==> config.mk <==
export PLATFORM = sky130hd
export DESIGN_NAME = i2c_master_bit_engine
export DESIGN_NICKNAME = d
export VERILOG_FILES = /design/src/design/i2cm_pkg.sv /design/src/design/i2cm_phase_decode.sv /design/src/design/i2c_master_bit_engine.sv
export SDC_FILE = /design/constraint.sdc
export NUM_CORES = 1
export LEC_CHECK = 0
export ABC_AREA = 1
export BUFFER_PORTS_ARGS = -buffer_cell sky130_fd_sc_hd__buf_2
export CELL_PAD_IN_SITES_DETAIL_PLACEMENT = 1
export CELL_PAD_IN_SITES_GLOBAL_PLACEMENT = 1
export CORE_MARGIN = 3
export CORE_UTILIZATION = 40
export CTS_BUF_LIST = sky130_fd_sc_hd__clkbuf_2
export CTS_CLUSTER_DIAMETER = 40
export DETAILED_ROUTE_END_ITERATION = 12
export PLACE_DENSITY = 0.74
export SLEW_MARGIN = 20
export SYNTH_ARGS = -nofsm -noshare
export SYNTH_HDL_FRONTEND = slang
export SYNTH_SLANG_ARGS = --single-unit
==> constraint.sdc <==
create_clock -name clk -period 4.6 [get_ports clk]
set_clock_uncertainty 0.05 [all_clocks]
set_input_delay 0.23 -clock clk [delete_from_list [all_inputs] [get_ports clk]]
set_output_delay 0.23 -clock clk [all_outputs]
set_load 0.005 [all_outputs]
==> src/design/i2cm_pkg.sv <==
// ----------------------------------------------------------------------------
// i2cm_pkg
// Shared types, codes and constants for the I2C master bit engine.
// ----------------------------------------------------------------------------
package i2cm_pkg;

    // Default and reset values
    localparam int unsigned TICK_COUNTER_WIDTH_DEF = 16;
    localparam int unsigned PHASE_TICKS_W          = 16;
    localparam logic [PHASE_TICKS_W-1:0] PHASE_TICKS_RESET = 16'd8;

    // Command codes
    typedef enum logic [2:0] {
        CMD_START = 3'd0,
        CMD_STOP  = 3'd1,
        CMD_WRITE = 3'd2,
        CMD_READ  = 3'd3,
        CMD_SACK  = 3'd4,
        CMD_RACK  = 3'd5
    } cmd_t;

    // SDA source for a phase that sets SDA
    typedef enum logic [1:0] {
        SDA_LOW  = 2'd0,
        SDA_HIGH = 2'd1,
        SDA_TX   = 2'd2,
        SDA_ACK  = 2'd3
    } sda_src_t;

    // Action taken on entering a bus phase
    typedef struct packed {
        logic     scl_we;
        logic     scl_val;
        logic     sda_we;
        sda_src_t sda_src;
        logic     shift_tx;
        logic     sample_rx;
        logic     sample_ack;
    } phase_act_t;

    // Input request
    typedef struct packed {
        logic       cmd_valid;
        logic [2:0] command;
        logic [7:0] tx_byte;
        logic       ack_bit;
        logic       sda_in;
    } in_item_t;

    // Result
    typedef struct packed {
        logic       scl_level;
        logic       sda_release;
        logic       busy_res;
        logic       done_res;
        logic [7:0] rx_byte;
        logic       rx_ack;
    } out_item_t;

    // Number of phases in each command
    function automatic logic [4:0] phase_count(input cmd_t cmd);
        logic [4:0] n;
        unique case (cmd)
            CMD_START: n = 5'd4;
            CMD_STOP:  n = 5'd3;
            CMD_WRITE: n = 5'd24;
            CMD_READ:  n = 5'd25;
            CMD_SACK:  n = 5'd3;
            CMD_RACK:  n = 5'd4;
            default:   n = 5'd4;
        endcase
        return n;
    endfunction

endpackage

==> src/design/i2cm_phase_decode.sv <==
// ----------------------------------------------------------------------------
// i2cm_phase_decode
// Decodes command, phase number and bit-slot position into a pin action.
// ----------------------------------------------------------------------------
module i2cm_phase_decode (
    input  i2cm_pkg::cmd_t     cmd,
    input  logic [4:0]         phase,
    input  logic [1:0]         slot,   // phase modulo three
    output i2cm_pkg::phase_act_t act
);

    // Pin action per command
    always_comb
    begin
        act = '{scl_we: 1'b0, scl_val: 1'b0, sda_we: 1'b0,
                sda_src: i2cm_pkg::SDA_HIGH, shift_tx: 1'b0,
                sample_rx: 1'b0, sample_ack: 1'b0};
        unique case (cmd)
            i2cm_pkg::CMD_START:
            begin
                priority if (phase == 5'd0)
                begin
                    act.sda_we  = 1'b1;
                    act.sda_src = i2cm_pkg::SDA_HIGH;
                end
                else if (phase == 5'd1)
                begin
                    act.scl_we  = 1'b1;
                    act.scl_val = 1'b1;
                end
                else if (phase == 5'd2)
                begin
                    act.sda_we  = 1'b1;
                    act.sda_src = i2cm_pkg::SDA_LOW;
                end
                else
                begin
                    act.scl_we  = 1'b1;
                    act.scl_val = 1'b0;
                end
            end
            i2cm_pkg::CMD_STOP:
            begin
                priority if (phase == 5'd0)
                begin
                    act.sda_we  = 1'b1;
                    act.sda_src = i2cm_pkg::SDA_LOW;
                end
                else if (phase == 5'd1)
                begin
                    act.scl_we  = 1'b1;
                    act.scl_val = 1'b1;
                end
                else
                begin
                    act.sda_we  = 1'b1;
                    act.sda_src = i2cm_pkg::SDA_HIGH;
                end
            end
            i2cm_pkg::CMD_WRITE:
            begin
                // data bit, SCL high, SCL low
                priority if (slot == 2'd0)
                begin
                    act.sda_we   = 1'b1;
                    act.sda_src  = i2cm_pkg::SDA_TX;
                    act.shift_tx = 1'b1;
                end
                else if (slot == 2'd1)
                begin
                    act.scl_we  = 1'b1;
                    act.scl_val = 1'b1;
                end
                else
                begin
                    act.scl_we  = 1'b1;
                    act.scl_val = 1'b0;
                end
            end
            i2cm_pkg::CMD_READ:
            begin
                // release SDA, then SCL high, sample, SCL low per bit
                priority if (phase == 5'd0)
                begin
                    act.sda_we  = 1'b1;
                    act.sda_src = i2cm_pkg::SDA_HIGH;
                end
                else if (slot == 2'd1)
                begin
                    act.scl_we  = 1'b1;
                    act.scl_val = 1'b1;
                end
                else if (slot == 2'd2)
                begin
                    act.sample_rx = 1'b1;
                end
                else
                begin
                    act.scl_we  = 1'b1;
                    act.scl_val = 1'b0;
                end
            end
            i2cm_pkg::CMD_SACK:
            begin
                priority if (phase == 5'd0)
                begin
                    act.sda_we  = 1'b1;
                    act.sda_src = i2cm_pkg::SDA_ACK;
                end
                else if (phase == 5'd1)
                begin
                    act.scl_we  = 1'b1;
                    act.scl_val = 1'b1;
                end
                else
                begin
                    act.scl_we  = 1'b1;
                    act.scl_val = 1'b0;
                end
            end
            default:
            begin
                // receive ack
                priority if (phase == 5'd0)
                begin
                    act.sda_we  = 1'b1;
                    act.sda_src = i2cm_pkg::SDA_HIGH;
                end
                else if (phase == 5'd1)
                begin
                    act.scl_we  = 1'b1;
                    act.scl_val = 1'b1;
                end
                else if (phase == 5'd2)
                begin
                    act.sample_ack = 1'b1;
                end
                else
                begin
                    act.scl_we  = 1'b1;
                    act.scl_val = 1'b0;
                end
            end
        endcase
    end

endmodule

==> src/design/i2c_master_bit_engine.sv <==
// ----------------------------------------------------------------------------
// i2c_master_bit_engine
// I2C master engine driven by one timer tick per input request.
// ----------------------------------------------------------------------------
// Each accepted input request is one timer tick and may carry a command.
// The engine takes one tick per clock cycle unless the input is stalled; the
// result for a tick appears in the output register in the cycle after it is
// accepted and is held there while the output is stalled, during which the
// input is stalled as well. Every pin change of a command is a phase lasting
// phase_ticks ticks (0 counts as 1, values above the tick counter range
// saturate). Commands arriving while a command is in progress are dropped. A
// phase_ticks write made while a command runs applies to the current phase at
// once; write it only when no results are outstanding.
// ----------------------------------------------------------------------------
module i2c_master_bit_engine #(
    parameter int unsigned TICK_COUNTER_WIDTH = i2cm_pkg::TICK_COUNTER_WIDTH_DEF
) (
    input  logic                                clk,
    input  logic                                rst_n,
    // tick input
    input  logic                                in_valid,
    output logic                                in_stall,
    input  i2cm_pkg::in_item_t                  in_data,
    // result output
    output logic                                out_valid,
    input  logic                                out_stall,
    output i2cm_pkg::out_item_t                 out_data,
    // configuration
    input  logic                                cfg_valid,
    output logic                                cfg_ready,
    input  logic [i2cm_pkg::PHASE_TICKS_W-1:0]  cfg_data
);

    localparam int unsigned TW = TICK_COUNTER_WIDTH;
    localparam int unsigned PW = i2cm_pkg::PHASE_TICKS_W;
    localparam int unsigned EW = (TW > PW) ? TW : PW;
    localparam logic [EW:0] CNT_MAX = (EW+1)'((65'(1) << TW) - 65'(1));

    // State
    logic [PW-1:0]      phase_ticks_reg;
    i2cm_pkg::cmd_t     active_cmd_reg, active_cmd_next;
    logic               busy_reg, busy_next;
    logic [4:0]         phase_reg, phase_next;
    logic [1:0]         slot_reg, slot_next;
    logic [TW-1:0]      tick_reg, tick_next;
    logic [7:0]         shift_reg, shift_next;
    logic               ack_seen_reg, ack_seen_next;
    logic               scl_reg, scl_next;
    logic               sda_reg, sda_next;
    logic [7:0]         rx_hold_reg, rx_hold_next;
    logic               out_valid_reg;
    i2cm_pkg::out_item_t out_reg, out_next;

    logic               accept;
    logic               done;
    logic               enter;
    i2cm_pkg::cmd_t     dec_cmd;
    logic [4:0]         dec_phase;
    logic [1:0]         dec_slot;
    logic [7:0]         shift_base;
    i2cm_pkg::phase_act_t act;
    logic [EW:0]        eff_ticks;
    logic [EW:0]        tick_sum;
    logic [4:0]         phase_inc;
    logic [1:0]         slot_inc;

    assign cfg_ready = 1'b1;
    assign in_stall  = out_valid_reg & out_stall;
    assign accept    = in_valid & ~in_stall;
    assign out_valid = out_valid_reg;
    assign out_data  = out_reg;

    // Effective phase length
    always_comb
    begin
        logic [EW:0] pt;
        pt = (EW+1)'(phase_ticks_reg);
        priority if (pt == '0)
            eff_ticks = (EW+1)'(1);
        else if (pt > CNT_MAX)
            eff_ticks = CNT_MAX;
        else
            eff_ticks = pt;
    end

    assign tick_sum  = (EW+1)'(tick_reg) + (EW+1)'(1);
    assign phase_inc = phase_reg + 5'd1;
    assign slot_inc  = (slot_reg == 2'd2) ? 2'd0 : slot_reg + 2'd1;

    i2cm_phase_decode u_decode (
        .cmd   (dec_cmd),
        .phase (dec_phase),
        .slot  (dec_slot),
        .act   (act)
    );

    // Tick sequencing
    always_comb
    begin
        active_cmd_next = active_cmd_reg;
        busy_next       = busy_reg;
        phase_next      = phase_reg;
        slot_next       = slot_reg;
        tick_next       = tick_reg;
        shift_base      = shift_reg;
        rx_hold_next    = rx_hold_reg;
        done            = 1'b0;
        enter           = 1'b0;
        dec_cmd         = active_cmd_reg;
        dec_phase       = phase_inc;
        dec_slot        = slot_inc;
        if (busy_reg)
        begin
            if (tick_sum >= eff_ticks)
            begin
                tick_next = '0;
                if (phase_inc >= i2cm_pkg::phase_count(active_cmd_reg))
                begin
                    busy_next  = 1'b0;
                    phase_next = '0;
                    slot_next  = '0;
                    done       = 1'b1;
                    if (active_cmd_reg == i2cm_pkg::CMD_READ)
                        rx_hold_next = shift_reg;
                end
                else
                begin
                    phase_next = phase_inc;
                    slot_next  = slot_inc;
                    enter      = 1'b1;
                end
            end
            else
            begin
                tick_next = tick_sum[TW-1:0];
            end
        end
        else if (in_data.cmd_valid &&
                 in_data.command <= i2cm_pkg::CMD_RACK)
        begin
            active_cmd_next = i2cm_pkg::cmd_t'(in_data.command);
            busy_next       = 1'b1;
            phase_next      = '0;
            slot_next       = '0;
            tick_next       = '0;
            enter           = 1'b1;
            dec_cmd         = i2cm_pkg::cmd_t'(in_data.command);
            dec_phase       = '0;
            dec_slot        = '0;
            if (in_data.command == i2cm_pkg::CMD_WRITE)
                shift_base = in_data.tx_byte;
            else if (in_data.command == i2cm_pkg::CMD_READ)
                shift_base = '0;
        end
    end

    // Pin and data updates on phase entry
    always_comb
    begin
        scl_next      = scl_reg;
        sda_next      = sda_reg;
        shift_next    = shift_base;
        ack_seen_next = ack_seen_reg;
        if (enter)
        begin
            if (act.scl_we)
                scl_next = act.scl_val;
            if (act.sda_we)
            begin
                unique case (act.sda_src)
                    i2cm_pkg::SDA_LOW:  sda_next = 1'b0;
                    i2cm_pkg::SDA_HIGH: sda_next = 1'b1;
                    i2cm_pkg::SDA_TX:   sda_next = shift_base[7];
                    i2cm_pkg::SDA_ACK:  sda_next = in_data.ack_bit;
                    default:            sda_next = 1'b1;
                endcase
            end
            if (act.shift_tx)
                shift_next = {shift_base[6:0], 1'b0};
            if (act.sample_rx)
                shift_next = {shift_base[6:0], in_data.sda_in};
            if (act.sample_ack)
                ack_seen_next = in_data.sda_in;
        end
    end

    // Result
    always_comb
    begin
        out_next.scl_level   = scl_next;
        out_next.sda_release = sda_next;
        out_next.busy_res    = busy_next;
        out_next.done_res    = done;
        out_next.rx_byte     = rx_hold_next;
        out_next.rx_ack      = ack_seen_next;
    end

    // Configuration register
    always_ff @(posedge clk or negedge rst_n)
    begin
        if (!rst_n)
            phase_ticks_reg <= i2cm_pkg::PHASE_TICKS_RESET;
        else if (cfg_valid && cfg_ready)
            phase_ticks_reg <= cfg_data;
    end

    // Engine state, updated per accepted tick
    always_ff @(posedge clk or negedge rst_n)
    begin
        if (!rst_n)
        begin
            active_cmd_reg <= i2cm_pkg::CMD_START;
            busy_reg       <= 1'b0;
            phase_reg      <= '0;
            slot_reg       <= '0;
            tick_reg       <= '0;
            shift_reg      <= '0;
            ack_seen_reg   <= 1'b1;
            scl_reg        <= 1'b1;
            sda_reg        <= 1'b1;
            rx_hold_reg    <= '0;
        end
        else if (accept)
        begin
            active_cmd_reg <= active_cmd_next;
            busy_reg       <= busy_next;
            phase_reg      <= phase_next;
            slot_reg       <= slot_next;
            tick_reg       <= tick_next;
            shift_reg      <= shift_next;
            ack_seen_reg   <= ack_seen_next;
            scl_reg        <= scl_next;
            sda_reg        <= sda_next;
            rx_hold_reg    <= rx_hold_next;
        end
    end

    // Output register
    always_ff @(posedge clk or negedge rst_n)
    begin
        if (!rst_n)
            out_valid_reg <= 1'b0;
        else if (accept)
            out_valid_reg <= 1'b1;
        else if (!out_stall)
            out_valid_reg <= 1'b0;
    end

    always_ff @(posedge clk)
    begin
        if (accept)
            out_reg <= out_next;
    end

endmodule

==> impl_metrics.ini <==
[run_status]
status = finished, final reports clean

[synth]
synth_edf_count = 13
ys_async_sr_fraction_pct = 82.9
ys_seq_area_share_pct = 37.8
yosys.area_share.adder_pct = 5.52
synthSimpleGateAreaFrac_pct = 33.7
synth_top_family_by_area = simple AND/OR/NAND/NOR gates
synth-seq-cells = 76
synth_top_flop_cell = dfrtp_1
ys_types = 41
synth.avg_cell_area_sq_um = 7.09
syn-cell-area_sq_mm = 0.00522
yosys.area_share.xor_xnor_pct = 1.99
ys_warn_count = 0
muxShareOfSynthArea_pct = 0
syn_nets = 794
synth_compound_area_share_pct = 10.4
synth_cells = 736

[floorplan]
die_h_um = 120
rows = 41
io_pins = 51
start_util_pct = 41.2
core-area_sq_mm = 0.0127
dieArea_sq_mm = 0.0145
die-width_um = 120

[setup_path]
worstPathRequired_ns = 5.10
timing.critical_path.buf_inv = 2
path_class = reg -> reg
critPathArrivalTime_ns = 4.36
crit_path_end_kind = flop
cp_top_family = simple AND/OR/NAND/NOR gates
start_kind = flop
critPathMostFrequentCell = nand2_1
cp_slowest_stage_delay_ns = 0.46
path_cells = ha_1, nand2_2, inv_2, nand2_2, nor2_4, nand3_1, nor3_1, nand2_1, xor2_1, inv_1, ha_1, nand4_1, nor4_1, nand2_1, nand3_4, nand2_4, nand2_2, nand2_1, nand2_1, nand2_1, nand2_1
cp_max_fo = 13
crit_slowest_cell = dfrtp_1

[clock_network]
clk_pin_slew_worst_paths_ns = 0.22
root_buffer = clkbuf_2
cts_setup_buffers = 0
clock_sinks = 76
htree_levels = 3
cts_tree = built
cts_buffers = 9
cts_max_path_buffers = 2
clk_latency_ns = 0.60

[final_layout]
num-fill-cells = 1675
diodes = 0
nNetsFinal = 865
drive_above_1_share_pct = 12.4
final_cells = 984
areaGrowthSynthToFinish_pct = 14.6
seq_area_sq_mm = 0.00197
multiInputGateArea_sq_mm = 0.00269

[detailed_routing]
firstDrtPassIters = 4
drc = 0
wire_per_inst_um = 15.5
viasPerCell = 5.15
antenna_left = 0
vias = 5069
routed_wl_mm = 15.2
drt_iter0_markers = 247

[pwr]
ir_worst_vdd_uv = 220
p_per_area_mw_per_mm2 = 391
p_total_mw = 2.34
leakage_nw = 3.11

[global_route]
grt_max_degree = 60
track_usage_pct = 22.7
grt_overflow = 0
antenna_found_initial = 0
grt_first_pass_wirelength_mm = 26.3
grt_pass1_vias = 5453

[sta]
fin_crit_sh_pct = 84.0
rsz0062_at_grt = false
slew_violations = 0
clock.fmax_mhz = 259
min_period_ns = 3.86
setup_tns_ns = 0
worst_slew_pin_slew_ns = 0.807
finalHoldViolations = 0
slew_headroom_pct = 46.2
setup_viol_count_final = 0

[place]
place_congestion = 0.813
dp_hpwl_mm = 10.8
dp.cells = 936
io_buffers = 49

[run]
cap_violations = 0

[hold_path]
hold_path.class = in -> reg
==> worst paths after layout <==
check	from	end	slack, ns	cells past startpoint
worst max-delay path	tick_reg[0]	shift_reg[0]	0.74	21
worst min-delay path	cfg_valid	phase_ticks_reg[15]	0.07	2
worst max register to register	tick_reg[0]	shift_reg[0]	0.74	21
worst min register to register	shift_reg[3]	shift_reg[3]	0.45	2
max in group asynchronous	rst_n	rx_hold_reg[4]	3.65	3
min in group asynchronous	rst_n	tick_reg[6]	0.28	3
==> logic make-up (layout without fill, tap and decap cells) <==
group / Yosys count / in the layout
and+or+nand+nor: 395 / 395
buffers and inverters: 131 / 207
AOI/OAI and AO/OA: 99 / 99
DFF: 76 / 76
adders and majority gates: 23 / 23
xor gates and xnor gates: 11 / 11
other: 1 / 1
==> metal layers <==
layer	part of all wire (%)	wire length [um]	GRT usage, %	vias up
li1	-	-	-	2511
met1	49	7420	30.4	2476
met2	47	7190	38.2	68
met3	2.8	433	3.70	14
met4	1.2	189	6.16	0
met5	0	0	0	-
==> layout by cell type, fill, tap and decap left out, drive strengths merged, types with 2 or more instances in the layout <==
cell type / n
a21oi: 12
buf: 52
clkbuf: 11
clkinv: 5
dfrtp: 59
dfstp: 4
dlygate4sd3: 32
edfxtp: 13
ha: 23
inv: 105
nand2: 279
nand3: 45
nand4: 33
nor2: 30
nor3: 7
o21a: 2
o21ai: 64
o22ai: 16
o31ai: 2
xnor2: 2
xor2: 9
==> power breakdown <==
group          switching (mW)  internal (mW)  total, mW  leakage (nW)
clock                   0.254          0.127      0.381        0.0717
sequential             0.0964          0.803      0.899         0.945
combinational           0.713          0.345       1.06          2.09
==> Yosys cell counts (2+ instances only) <==
master | n | area share [%]
a21oi_1 | 12 | 1.2
buf_2 | 4 | 0.38
buf_4 | 2 | 0.29
buf_6 | 6 | 1.3
clkbuf_1 | 12 | 0.86
clkinv_1 | 2 | 0.14
dfrtp_1 | 59 | 28
dfstp_2 | 4 | 2.0
edfxtp_1 | 13 | 7.5
ha_1 | 23 | 5.5
inv_1 | 102 | 7.3
inv_2 | 2 | 0.14
nand2_1 | 265 | 19
nand2_2 | 13 | 1.6
nand3_1 | 41 | 3.9
nand3_2 | 2 | 0.38
nand3_4 | 2 | 0.67
nand4_1 | 31 | 3.7
nor2_1 | 26 | 1.9
nor2_2 | 2 | 0.24
nor3_1 | 7 | 0.67
o21a_1 | 2 | 0.29
o21ai_0 | 54 | 5.2
o21ai_1 | 10 | 0.96
o22ai_1 | 15 | 1.8
o31ai_1 | 2 | 0.29
xor2_1 | 9 | 1.5
==> metrics by stage <==
step	util (%)	hold slack (ns)	setup slack [ns]	cell area (sq um)
floorplan	-	-0.116	1.42	5220
global placement	43.8	0.0166	0.920	5550
detailed placement	43.8	0.0166	0.828	5550
CTS	47.2	0.00478	0.762	5980
global route	47.2	0.0436	0.212	5980
finish	47.2	0.0677	0.737	5980
==> timing repair <==
item | 4_1_cts | 5_1_grt
hold endpoints to repair | 77 | 0
resized for setup | 0 | 0
hold buffers | 32 | 0
==> layout make-up <==
| type | instances | area share (%) |
|---|---|---|
| Tap cell | 172 | 3.60 |
| Sequential cell | 76 | 33.0 |
| Multi-Input combinational cell | 529 | 45.0 |
| Inverter | 107 | 6.76 |
| Clock buffer | 11 | 0.921 |
| Timing Repair Buffer | 84 | 9.83 |
| Clock inverter | 5 | 0.879 |
No activity file was read; power rests on OpenSTA's default activity.
